## config.mk

```make
export PLATFORM = sky130hd
export DESIGN_NAME = settable_clock_with_segment_display_flat
export DESIGN_NICKNAME = d
export VERILOG_FILES = /design/src/hdl/scd_pkg.sv /design/src/hdl/scd_in_if.sv /design/src/hdl/scd_out_if.sv /design/src/hdl/scd_core.sv /design/src/hdl/scd_seg.sv /design/src/hdl/settable_clock_with_segment_display.sv /design/src/flat_wrapper.sv
export VERILOG_INCLUDE_DIRS = /design/src /design/src/hdl
export SDC_FILE = /design/constraint.sdc
export NUM_CORES = 1
export LEC_CHECK = 0
export ABC_AREA = 1
export BUFFER_PORTS_ARGS = -buffer_cell sky130_fd_sc_hd__buf_2
export CORE_MARGIN = 10
export CORE_UTILIZATION = 40
export DETAILED_ROUTE_END_ITERATION = 12
export RECOVER_POWER = 25
export SLEW_MARGIN = 25
export SYNTH_ARGS = -nofsm -noshare
export SYNTH_HDL_FRONTEND = slang
export SYNTH_SLANG_ARGS = --single-unit
```

## constraint.sdc

```tcl
create_clock -name clk -period 6.38 [get_ports clk]
set_input_delay 0.319 -clock clk [delete_from_list [all_inputs] [get_ports clk]]
set_output_delay 0.319 -clock clk [all_outputs]
set_load 0.03 [all_outputs]
```

## src/hdl/settable_clock_with_segment_display_defines.svh

```systemverilog
// Assertion macros of the settable clock RTL, used by scd_core.
`ifndef SETTABLE_CLOCK_WITH_SEGMENT_DISPLAY_DEFINES_SVH
`define SETTABLE_CLOCK_WITH_SEGMENT_DISPLAY_DEFINES_SVH

// Same-cycle implication, checked out of reset.
`define SCD_ASSERT_NOW(label, ante, cons) \
  label: assert property (@(posedge clk) disable iff (rst) (ante) |-> (cons)) \
    else $error("scd check failed");

// Next-cycle implication, checked out of reset.
`define SCD_ASSERT_NEXT(label, ante, cons) \
  label: assert property (@(posedge clk) disable iff (rst) (ante) |=> (cons)) \
    else $error("scd check failed");

`endif

```

## src/hdl/scd_pkg.sv

```systemverilog
// Package with types, constants and digit helpers of the settable clock.
package scd_pkg;

  localparam int unsigned CFG_WIDTH = 16;

  localparam logic CFG_SECOND_LIMIT = 1'b0;
  localparam logic CFG_BLINK_SPLIT  = 1'b1;

  localparam logic [CFG_WIDTH-1:0] SECOND_LIMIT_RESET = 16'd5000;
  localparam logic [CFG_WIDTH-1:0] BLINK_SPLIT_RESET  = 16'd2500;

  localparam logic [3:0] KEY_NONE = 4'hF;
  localparam logic [3:0] KEY_INC  = 4'hE;
  localparam logic [3:0] KEY_DEC  = 4'hD;
  localparam logic [3:0] KEY_SEL  = 4'hB;
  localparam logic [3:0] KEY_MODE = 4'h7;

  localparam logic [5:0] SECOND_WRAP = 6'd60;
  localparam logic [5:0] MINUTE_MAX  = 6'd59;
  localparam logic [4:0] HOUR_MAX    = 5'd23;

  localparam logic [7:0] POINT_BIT = 8'h10;
  localparam logic [7:0] SEG_BLANK = 8'h00;

  localparam logic [7:0] SEG_CODE [10] = '{
    8'hE7, 8'h21, 8'hCB, 8'h6B, 8'h2D, 8'h6E, 8'hEE, 8'h23, 8'hEF, 8'h6F
  };

  typedef struct packed {
    logic [4:0] hour;
    logic [5:0] minute;
    logic       show;
    logic       editing;
    logic       minute_selected;
  } disp_t;

  typedef struct packed {
    logic [7:0] seg_hour_tens;
    logic [7:0] seg_hour_ones;
    logic [7:0] seg_minute_tens;
    logic [7:0] seg_minute_ones;
    logic [4:0] hour_value;
    logic [5:0] minute_value;
    logic       editing;
    logic       minute_selected;
  } result_t;

  function automatic logic [3:0] tens_of(input logic [5:0] v);
    if (v >= 6'd50) begin
      return 4'd5;
    end else if (v >= 6'd40) begin
      return 4'd4;
    end else if (v >= 6'd30) begin
      return 4'd3;
    end else if (v >= 6'd20) begin
      return 4'd2;
    end else if (v >= 6'd10) begin
      return 4'd1;
    end
    return 4'd0;
  endfunction

  function automatic logic [3:0] ones_of(input logic [5:0] v);
    logic [5:0] r;
    r = v - 6'(6'(tens_of(v)) * 6'd10);
    return r[3:0];
  endfunction

  function automatic logic [7:0] seg_of(input logic [3:0] d);
    return (d < 4'd10) ? SEG_CODE[d] : SEG_CODE[0];
  endfunction

endpackage

```

## src/hdl/scd_in_if.sv

```systemverilog
// Channel carrying one tick flag and one switch sample per request.
interface scd_in_if;
  logic       valid;
  logic       ready;
  logic       tick;
  logic [3:0] switches;

  modport source (output valid, tick, switches, input ready);
  modport sink (input valid, tick, switches, output ready);
endinterface

```

## src/hdl/scd_out_if.sv

```systemverilog
// Channel carrying the segment bytes and time fields of one result.
interface scd_out_if;
  logic       valid;
  logic       ready;
  logic [7:0] seg_hour_tens;
  logic [7:0] seg_hour_ones;
  logic [7:0] seg_minute_tens;
  logic [7:0] seg_minute_ones;
  logic [4:0] hour_value;
  logic [5:0] minute_value;
  logic       editing;
  logic       minute_selected;

  modport source (output valid, seg_hour_tens, seg_hour_ones, seg_minute_tens,
                  seg_minute_ones, hour_value, minute_value, editing, minute_selected,
                  input ready);
  modport sink (input valid, seg_hour_tens, seg_hour_ones, seg_minute_tens,
                seg_minute_ones, hour_value, minute_value, editing, minute_selected,
                output ready);
endinterface

```

## src/hdl/scd_core.sv

```systemverilog
// Time keeping, key edge detection and mode control of the settable clock.
`include "settable_clock_with_segment_display_defines.svh"

module scd_core (
  input  logic                           clk,
  input  logic                           rst,
  input  logic                           advance,
  input  logic                           tick,
  input  logic [3:0]                     switches,
  input  logic [scd_pkg::CFG_WIDTH-1:0]  second_limit,
  input  logic [scd_pkg::CFG_WIDTH-1:0]  blink_split,
  output scd_pkg::disp_t                 disp
);
  import scd_pkg::*;

  logic [CFG_WIDTH-1:0] tick_count, tick_count_next;
  logic [5:0]           second_count, second_count_next;
  logic [5:0]           minute_count, minute_count_next;
  logic [4:0]           hour_count, hour_count_next;
  logic                 edit_flag, edit_flag_next;
  logic                 field_flag, field_flag_next;
  logic                 key_armed, key_armed_next;
  logic [3:0]           key;

  always_comb begin
    tick_count_next   = tick_count;
    second_count_next = second_count;
    minute_count_next = minute_count;
    hour_count_next   = hour_count;
    edit_flag_next    = edit_flag;
    field_flag_next   = field_flag;
    key_armed_next    = key_armed;
    key               = KEY_NONE;

    if (tick) begin
      if (tick_count == second_limit) begin
        tick_count_next = '0;
        if (!edit_flag) begin
          second_count_next = second_count + 6'd1;
        end
      end else begin
        tick_count_next = tick_count + 16'd1;
      end
    end

    if (switches != KEY_NONE && key_armed) begin
      key_armed_next = 1'b0;
      key            = switches;
    end else if (switches == KEY_NONE) begin
      key_armed_next = 1'b1;
    end

    if (key == KEY_MODE) begin
      if (edit_flag) begin
        second_count_next = '0;
      end
      edit_flag_next = !edit_flag;
    end

    disp.show = tick_count_next < blink_split;

    if (!edit_flag_next) begin
      disp.hour   = hour_count;
      disp.minute = minute_count;
      if (second_count_next >= SECOND_WRAP) begin
        second_count_next = '0;
        if (minute_count >= MINUTE_MAX) begin
          minute_count_next = '0;
          hour_count_next   = (hour_count >= HOUR_MAX) ? 5'd0 : hour_count + 5'd1;
        end else begin
          minute_count_next = minute_count + 6'd1;
        end
      end
    end else begin
      if (key == KEY_SEL) begin
        field_flag_next = !field_flag;
      end
      if (key == KEY_INC) begin
        if (field_flag_next) begin
          minute_count_next = (minute_count >= MINUTE_MAX) ? 6'd0 : minute_count + 6'd1;
        end else begin
          hour_count_next = (hour_count >= HOUR_MAX) ? 5'd0 : hour_count + 5'd1;
        end
      end
      if (key == KEY_DEC) begin
        if (field_flag_next) begin
          minute_count_next = (minute_count == 6'd0 || minute_count > MINUTE_MAX) ?
                              MINUTE_MAX : minute_count - 6'd1;
        end else begin
          hour_count_next = (hour_count == 5'd0 || hour_count > HOUR_MAX) ?
                            HOUR_MAX : hour_count - 5'd1;
        end
      end
      disp.hour   = hour_count_next;
      disp.minute = minute_count_next;
    end

    disp.editing         = edit_flag_next;
    disp.minute_selected = field_flag_next;
  end

  always_ff @(posedge clk) begin
    if (rst) begin
      tick_count   <= '0;
      second_count <= '0;
      minute_count <= '0;
      hour_count   <= '0;
      edit_flag    <= 1'b0;
      field_flag   <= 1'b1;
      key_armed    <= 1'b1;
    end else if (advance) begin
      tick_count   <= tick_count_next;
      second_count <= second_count_next;
      minute_count <= minute_count_next;
      hour_count   <= hour_count_next;
      edit_flag    <= edit_flag_next;
      field_flag   <= field_flag_next;
      key_armed    <= key_armed_next;
    end
  end

  `SCD_ASSERT_NEXT(a_edit_holds_seconds, edit_flag,
                   second_count == $past(second_count) || second_count == 6'd0)
  `SCD_ASSERT_NEXT(a_run_minute_steps, !edit_flag,
                   minute_count == $past(minute_count) ||
                   minute_count == $past(minute_count) + 6'd1 || minute_count == 6'd0)
  `SCD_ASSERT_NEXT(a_mode_key_enters_edit,
                   advance && !edit_flag && key == KEY_MODE, edit_flag)
  `SCD_ASSERT_NOW(a_time_in_range, !rst, hour_count <= HOUR_MAX && minute_count <= MINUTE_MAX)

endmodule

```

## src/hdl/scd_seg.sv

```systemverilog
// Seven-segment encoding, blinking point and field blanking of one result.
module scd_seg (
  input  scd_pkg::disp_t   disp,
  output scd_pkg::result_t result
);
  import scd_pkg::*;

  logic [5:0] hour_wide;
  logic       blank;

  assign hour_wide = {1'b0, disp.hour};
  assign blank     = disp.editing && !disp.show;

  always_comb begin
    result.seg_hour_tens   = seg_of(tens_of(hour_wide));
    result.seg_hour_ones   = seg_of(ones_of(hour_wide));
    result.seg_minute_tens = seg_of(tens_of(disp.minute));
    result.seg_minute_ones = seg_of(ones_of(disp.minute));
    if (!disp.editing && disp.show) begin
      result.seg_hour_ones = result.seg_hour_ones | POINT_BIT;
    end
    if (blank) begin
      if (disp.minute_selected) begin
        result.seg_minute_tens = SEG_BLANK;
        result.seg_minute_ones = SEG_BLANK;
      end else begin
        result.seg_hour_tens = SEG_BLANK;
        result.seg_hour_ones = SEG_BLANK;
      end
    end
    result.hour_value      = disp.hour;
    result.minute_value    = disp.minute;
    result.editing         = disp.editing;
    result.minute_selected = disp.minute_selected;
  end

endmodule

```

## src/hdl/settable_clock_with_segment_display.sv

```systemverilog
// Top level of the 24-hour settable clock with four-digit segment output.
//
//   channel   dir   handshake        payload
//   samples   in    valid / ready    tick, switches
//   display   out   valid / ready    four segment bytes, hour, minute, mode, field
//   cfg       in    cfg_write        cfg_index, cfg_data
//
// A request is taken into an input register and its result is registered in
// the output register as it advances; one request is taken every cycle
// while the display channel does not stall.
// While a result stalls, a request is still taken into the input stage only if that stage is empty.
// Synchronous reset clears the time, the mode and both stage valid flags.
module settable_clock_with_segment_display (
  input  logic                          clk,
  input  logic                          rst,
  input  logic                          cfg_write,
  input  logic                          cfg_index,
  input  logic [scd_pkg::CFG_WIDTH-1:0] cfg_data,
  scd_in_if.sink                        samples,
  scd_out_if.source                     display
);
  import scd_pkg::*;

  logic                 in_valid;
  logic                 in_tick;
  logic [3:0]           in_switches;
  logic                 out_valid;
  result_t              out_result;
  logic                 advance;
  logic [CFG_WIDTH-1:0] second_limit;
  logic [CFG_WIDTH-1:0] blink_split;
  disp_t                disp;
  result_t              result;

  assign advance       = in_valid && (!out_valid || display.ready);
  assign samples.ready = !in_valid || advance;

  always_ff @(posedge clk) begin
    if (rst) begin
      second_limit <= SECOND_LIMIT_RESET;
      blink_split  <= BLINK_SPLIT_RESET;
    end else if (cfg_write) begin
      if (cfg_index == CFG_SECOND_LIMIT) begin
        second_limit <= cfg_data;
      end else begin
        blink_split <= cfg_data;
      end
    end
  end

  always_ff @(posedge clk) begin
    if (rst) begin
      in_valid <= 1'b0;
    end else if (samples.valid && samples.ready) begin
      in_valid <= 1'b1;
    end else if (advance) begin
      in_valid <= 1'b0;
    end
  end

  always_ff @(posedge clk) begin
    if (samples.valid && samples.ready) begin
      in_tick     <= samples.tick;
      in_switches <= samples.switches;
    end
  end

  scd_core u_core (
    .clk          (clk),
    .rst          (rst),
    .advance      (advance),
    .tick         (in_tick),
    .switches     (in_switches),
    .second_limit (second_limit),
    .blink_split  (blink_split),
    .disp         (disp)
  );

  scd_seg u_seg (
    .disp   (disp),
    .result (result)
  );

  always_ff @(posedge clk) begin
    if (rst) begin
      out_valid <= 1'b0;
    end else if (advance) begin
      out_valid <= 1'b1;
    end else if (display.ready) begin
      out_valid <= 1'b0;
    end
  end

  always_ff @(posedge clk) begin
    if (advance) begin
      out_result <= result;
    end
  end

  assign display.valid           = out_valid;
  assign display.seg_hour_tens   = out_result.seg_hour_tens;
  assign display.seg_hour_ones   = out_result.seg_hour_ones;
  assign display.seg_minute_tens = out_result.seg_minute_tens;
  assign display.seg_minute_ones = out_result.seg_minute_ones;
  assign display.hour_value      = out_result.hour_value;
  assign display.minute_value    = out_result.minute_value;
  assign display.editing         = out_result.editing;
  assign display.minute_selected = out_result.minute_selected;

endmodule

```

## src/flat_wrapper.sv

```systemverilog
// flat-port wrapper written by rule: the top's interface ports become plain ports
module settable_clock_with_segment_display_flat import scd_pkg::*;
  (clk, rst, cfg_write, cfg_index, cfg_data, samples_valid, samples_tick, samples_switches, samples_ready, display_valid, display_seg_hour_tens, display_seg_hour_ones, display_seg_minute_tens, display_seg_minute_ones, display_hour_value, display_minute_value, display_editing, display_minute_selected, display_ready);
  scd_in_if samples_i ();
  scd_out_if display_i ();
  input  logic clk;
  input  logic rst;
  input  logic cfg_write;
  input  logic cfg_index;
  input  logic [scd_pkg::CFG_WIDTH-1:0] cfg_data;
  input wire logic [$bits(samples_i.valid)-1:0] samples_valid;
  input wire logic [$bits(samples_i.tick)-1:0] samples_tick;
  input wire logic [$bits(samples_i.switches)-1:0] samples_switches;
  output wire logic [$bits(samples_i.ready)-1:0] samples_ready;
  output wire logic [$bits(display_i.valid)-1:0] display_valid;
  output wire logic [$bits(display_i.seg_hour_tens)-1:0] display_seg_hour_tens;
  output wire logic [$bits(display_i.seg_hour_ones)-1:0] display_seg_hour_ones;
  output wire logic [$bits(display_i.seg_minute_tens)-1:0] display_seg_minute_tens;
  output wire logic [$bits(display_i.seg_minute_ones)-1:0] display_seg_minute_ones;
  output wire logic [$bits(display_i.hour_value)-1:0] display_hour_value;
  output wire logic [$bits(display_i.minute_value)-1:0] display_minute_value;
  output wire logic [$bits(display_i.editing)-1:0] display_editing;
  output wire logic [$bits(display_i.minute_selected)-1:0] display_minute_selected;
  input wire logic [$bits(display_i.ready)-1:0] display_ready;
  assign samples_i.valid = samples_valid;
  assign samples_i.tick = samples_tick;
  assign samples_i.switches = samples_switches;
  assign samples_ready = samples_i.ready;
  assign display_valid = display_i.valid;
  assign display_seg_hour_tens = display_i.seg_hour_tens;
  assign display_seg_hour_ones = display_i.seg_hour_ones;
  assign display_seg_minute_tens = display_i.seg_minute_tens;
  assign display_seg_minute_ones = display_i.seg_minute_ones;
  assign display_hour_value = display_i.hour_value;
  assign display_minute_value = display_i.minute_value;
  assign display_editing = display_i.editing;
  assign display_minute_selected = display_i.minute_selected;
  assign display_i.ready = display_ready;
  settable_clock_with_segment_display u_core (.clk(clk), .rst(rst), .cfg_write(cfg_write), .cfg_index(cfg_index), .cfg_data(cfg_data), .samples(samples_i), .display(display_i));
endmodule
```

Yosys cells after proc, flatten, opt, wreduce, memory -nomap -nowiden
Memories as Yosys holds them, arrays and structs flattened. Index checks and enable logic that the tools add are counted. Widths: inputs -> output; s select.

Flip-flop bits (word level): 120. ROM bits: 512. Memories kept: 4. Input bits: 27. Latch bits: 0. Memory bits (writable): 0. Word-level logic and storage cells: 174. Output and inout port bits: 47.

Magnitude comparators: 24. $add $sub $neg: 8. Bitwise gates (word level): 5. Eq/ne operators: 7. Reduce and logical (&&, ||, !) cells: 27. Divide/modulo/power cells: 0. Shift operators: 0. Mux-type cells: 76. $mul: 2.

Memories: (no name shown) (words 16, width 8, read ports 1, clocked after Yosys merged registers in 0, wr ports 0, line scd_pkg.sv:70) `return (d < 4'd10) ? SEG_CODE[d] : SEG_CODE[0];`; (no name shown) (words 16, width 8, read ports 1, clocked after Yosys merged registers in 0, wr ports 0, line scd_pkg.sv:70); (no name shown) (words 16, width 8, read ports 1, clocked after Yosys merged registers in 0, wr ports 0, line scd_pkg.sv:70); (no name shown) (words 16, width 8, read ports 1, clocked after Yosys merged registers in 0, wr ports 0, line scd_pkg.sv:70).

Operator list (number): $mux 8 (12); $mux 6 (15); $mux 16 (4); $mux 4 (13); $mux 5 (10); $ge 5x5->1 const B (7); $mux 32 (1); $ge 6x6->1 const B (4); $mux 1 (20); $not 4->5 (4); $add 16x1->16 const B (1); $eq 16x16->1 (1); $eq 4x4->1 const B (4); $lt 16x16->1 (1); $lt 4x4->1 const B (4); $add 6x1->6 const B (2); $ge 5x6->1 const B (2); $ge 6x5->1 const B (2); $mux 11 (1); $reduce_bool 2->1 (5); $mul 4x3->3 const B (2); $reduce_and 2->1 (4); $sub 4x4->4 (2); $ge 6x4->1 const B (1); 15 further kinds (27).

Depth between registers and ports, before layout
Depth after elaboration: 28. Mapped depth: 31. Depth with buffers taken out: 31.

Cells and area by module
Synthesis repeated with hierarchy kept, for this count alone.

Cell total of the unflattened synthesis: 1081. Area total of the unflattened synthesis: 7664.9 sq um.

By module, submodules not included: scd_core (times used 1, seq. area each 720.7 sq um, area each 3761.1 sq um, cells each 668); settable_clock_with_segment_display (times used 1, seq. area each 2182.1 sq um, area each 2839.0 sq um, cells each 228); scd_seg (times used 1, seq. area each 0.0 sq um, area each 1064.8 sq um, cells each 185).

Worst setup path after synthesis
Ideal clock, no wire load.

Path kind: register to register. Start: register u_core.u_core.minute_count[0]. End: register u_core.out_result, in the netlist u_core.display.seg_minute_ones[3], data pin. Clock period less this slack: 3.526 ns. Cell stages (with the launch flop): 23. Arrival time: 3.273 ns. Path slack: 2.854 ns. Buffers on the path: 0. Data required time: 6.127 ns. Library setup time: 0.253 ns. Cell sequence: dfxtp_1 -> clkinv_1 -> ha_1 -> nand4_1 -> nand2_1 -> o21ai_0 -> o21ai_0 -> nand2_1 -> nand2_1 -> a21oi_1 -> nand2_1 -> nor2_1 -> nor2_1 -> nor2_1 -> inv_1 -> ha_1 -> inv_1 -> fa_1 -> inv_1 -> or2_2 -> o21ai_0 -> nor2_1 -> nor2_1.

RTL lines: from (decl) (line scd_core.sv:18) `logic [5:0] minute_count, minute_count_next;`; from (signal assigned) (line scd_core.sv:114) `minute_count <= minute_count_next;`; to (signal assigned) (line settable_clock_with_segment_display.sv:96) `out_result <= result;`; to (decl) (line settable_clock_with_segment_display.sv:28) `result_t out_result;`.

==> metrics <==
outcome=finished, final reports clean; Synth Cell Area=~0.0071 sq mm; Root Driver=clkbuf_16; initial antenna violation count=0; Yosys reg bits=116; DPL Wire Length=11900 um; required time worst endpoint=approximately 6600 ps; setup TNS=0 ps; nets=1094; fin. max-slew vios=0; CP Capture Type=register; Die Span Y=153 um; Synth Area in Adders=7.78%; Critical Path Start Type=register; worst-margin pin slew=904 ps; max incr delay on CP=710 ps; synth warn=0; Layout Cells excl Fill=1262; crit share post-route=68.2%; CP max stage cell=nor2_1; Hold Path Depth=1; vias post-DR=about 6100; Max-Cap Viols=0; Final Hold Fails=0; Slew headroom=roughly two fifths; die footprint=around 0.024 sq mm; DRC Markers=0; hold crit path type=input port to register; clk_lat worst skew=420 ps; Vias/cell=4.87; RSZ-0062 raised after global routing=false; Global Route Usage Sum=14.0%; router iterations before antenna repair=7; R2R Setup Slk=2030 ps; global route total overflow=0; FF-to-FF path depth=22; total CTS buffers=17; Final setup viols=0; top cell type's share of synthesized area=19.7%; Static Leak=0.00363 uW; WS Path Type=register to register; Area contributors post-synth=dfxtp_1 20%, edfxtp_1 19%, nand2_1 10%, ha_1 7.2%, inv_1 6.4%; hold path endpoint=u_core.in_tick; start of the worst register-to-register path=u_core.in_switches[1]; post-synthesis compound-gate area fraction=13.9%; Initial Util=41.0%; Syn Area/Cell=7.41 sq um; number of global-route vias before repair=5794; cts hold-fix bufs=0; cell mode on critical path=nor2_1; Critical Path Source=u_core.in_switches[1]; top-count cell post-synth=nand2_1; post-layout min period=4350 ps; gp weighted congestion=0.884; Top FF cell, synth=dfxtp_1; largest net degree at the start of global routing=~70; Cell Chain, Critical Path=inv_1, nand3_1, nor2_1, inv_1, nand3_1, nand2_1, nand2_1, nand2_1, nand3_1, nand2_1, nor2_1, nor2_1, nor2_1, inv_1, ha_1, inv_1, fa_1, inv_1, or2_2, o21ai_0, nor2_1, nor2_1; ys async rst share=0%; simple-gate share of the synthesized area=26.7%; DR WL/cell=13.2 um; mux cell area share after synthesis=0.158%; # IOs=74; WP data arrival=4530 ps; Post-Synth XOR/XNOR Area=3.33%; Mapped Cells=959; Post-synth EDFFs=46; Diodes inserted=0; Fmax=230 MHz; final instance area=0.00813 sq mm; skew final=10.2 ps; Power per Cell Area=about 240 mW/mm^2; CTS tree=yes; top post-synthesis cells by count=191 x nand2_1, 121 x inv_1, 113 x nor2_1; core area=~0.017 sq mm; htree depth=4; Inst Count DP=1230; Max rail drop VDD=0.178 mV; clk slew on worst S/H paths=60 ps; area leader, netlist=dfxtp_1; Final Total Pwr=1990 uW; largest family of logic cells by synthesized area=simple AND/OR/NAND/NOR gates; die width=153 um; fraction of layout cells with a size suffix above 1=a little over a tenth; Cell variety after synth=47; worst-path fanout max=14; row cnt=between 40 and 50; DR iter-0 viols=358; Detail Route Antenna Nets=0; CTS max path bufs=2; area grow syn2layout=14.4%; Seq/Total Area, Yosys=about 39%; postcts setup bufs=0; post-CTS resize count=0; global-route wire length before repair=28000 um; Util after Layout=between 40 and 50%; wirelength, routed=16600 um; Worst Min Path Start=samples_tick; Port Buffers=70; Reg2Reg Capture Point=u_core.display.seg_minute_ones[3]; DP Area=0.00763 sq mm; Clock Sinks=116
[worst max-delay path: cells and delay by family, from the launching register on]
family,cells,cell delay (ps)
buf+inv,5,790
fa+ha+maj,2,660
simple gates,14,2120
flops,1,440
compound gates,1,80
[placed cells by master, fill, tap and decap left out, types with 6 or more instances in the layout]
cell type / synthesis / final
nand4_1: 14 / 14
dfxtp_1: 70 / 70
clkbuf_16: 0 / 17
a21oi_1: 65 / 65
o21ai_0: 76 / 76
nand2_4: 6 / 6
edfxtp_1: 46 / 46
buf_2: 6 / 31
clkbuf_1: 18 / 42
nor3_1: 10 / 10
xnor2_1: 16 / 16
inv_2: 8 / 9
nand2_1: 191 / 191
nor2_1: 113 / 113
nand3_1: 71 / 71
nand2_2: 9 / 9
o21ai_1: 9 / 9
ha_1: 41 / 41
xor2_1: 11 / 11
o211ai_1: 9 / 9
inv_1: 121 / 120
[stage by stage]
stage               setup WS, ps  hold slack, ps
finish                      2030            68.5
global route                1480            58.6
CTS                         2060            54.9
detailed placement          2070             455
global placement            2180             448
floorplan                   2850             397
[how the worst max path moves through the flow]
stage | end | slack, ps
final | u_core.display.seg_minute_ones[3] | 2030
after global routing | u_core.display.seg_minute_ones[2] | 1480
after CTS | u_core.display.seg_minute_ones[3] | 2060
after detailed placement | u_core.display.seg_minute_ones[3] | 2070
after global placement | u_core.display.seg_minute_ones[3] | 2180
after floorplan | u_core.display.seg_minute_ones[3] | 2850
[power by group]
part | total (uW) | internal, uW | switching [uW]
Combinational | 263 | 86.0 | 177
Clock | 890 | 535 | 356
Sequential | 836 | 812 | 23.6
Total | 1990 | 1430 | 556
[layer usage]
| layer | track usage [%] | share of wire (%) | vias to the layer above |
|---|---|---|---|
| met3 | 4.66 | 6.7 | 17 |
| met1 | 18.7 | 49 | 2701 |
| met4 | 4.59 | 1.3 | 0 |
| met2 | 20.7 | 43 | 150 |
| li1 | - | - | 3278 |
| met5 | 0 | 0 | - |
[sequential cells by signal, summed over array words and instances (netlist names), 5 cells and up]
signal	count
u_core.display.seg_minute_tens	7
u_core.u_core.tick_count	16
u_core.display.seg_minute_ones	7
u_core.display.seg_hour_ones	8
u_core.second_limit	16
u_core.blink_split	16
u_core.u_core.second_count	6
u_core.u_core.minute_count	6
u_core.display.minute_value	6
u_core.display.hour_value	5
u_core.u_core.hour_count	5
u_core.display.seg_hour_tens	6
[logic make-up (layout without fill, tap and decap cells)]
| group | after synthesis | in the layout |
|---|---|---|
| flip-flops | 116 | 116 |
| buffers and inverters | 162 | 238 |
| AND/OR/NAND/NOR | 431 | 431 |
| other | 1 | 3 |
| multiplexers | 1 | 1 |
| adder cells (fa/ha/maj) | 43 | 43 |
| AO/OA/AOI/OAI | 178 | 178 |
| XOR/XNOR | 27 | 27 |
[area by class of cell]
cell class / count / area (sq um)
Tap cell: 225 / 282
Clock inverter: 12 / 108
Clock buffer: 20 / 437
Fill cell: 1761 / 9230
Inverter: 132 / 495
Timing Repair Buffer: 74 / 332
Multi-Input combinational cell: 683 / 3690
Sequential cell: 116 / 2780
Note: power is estimated with default switching activity, not from simulation.
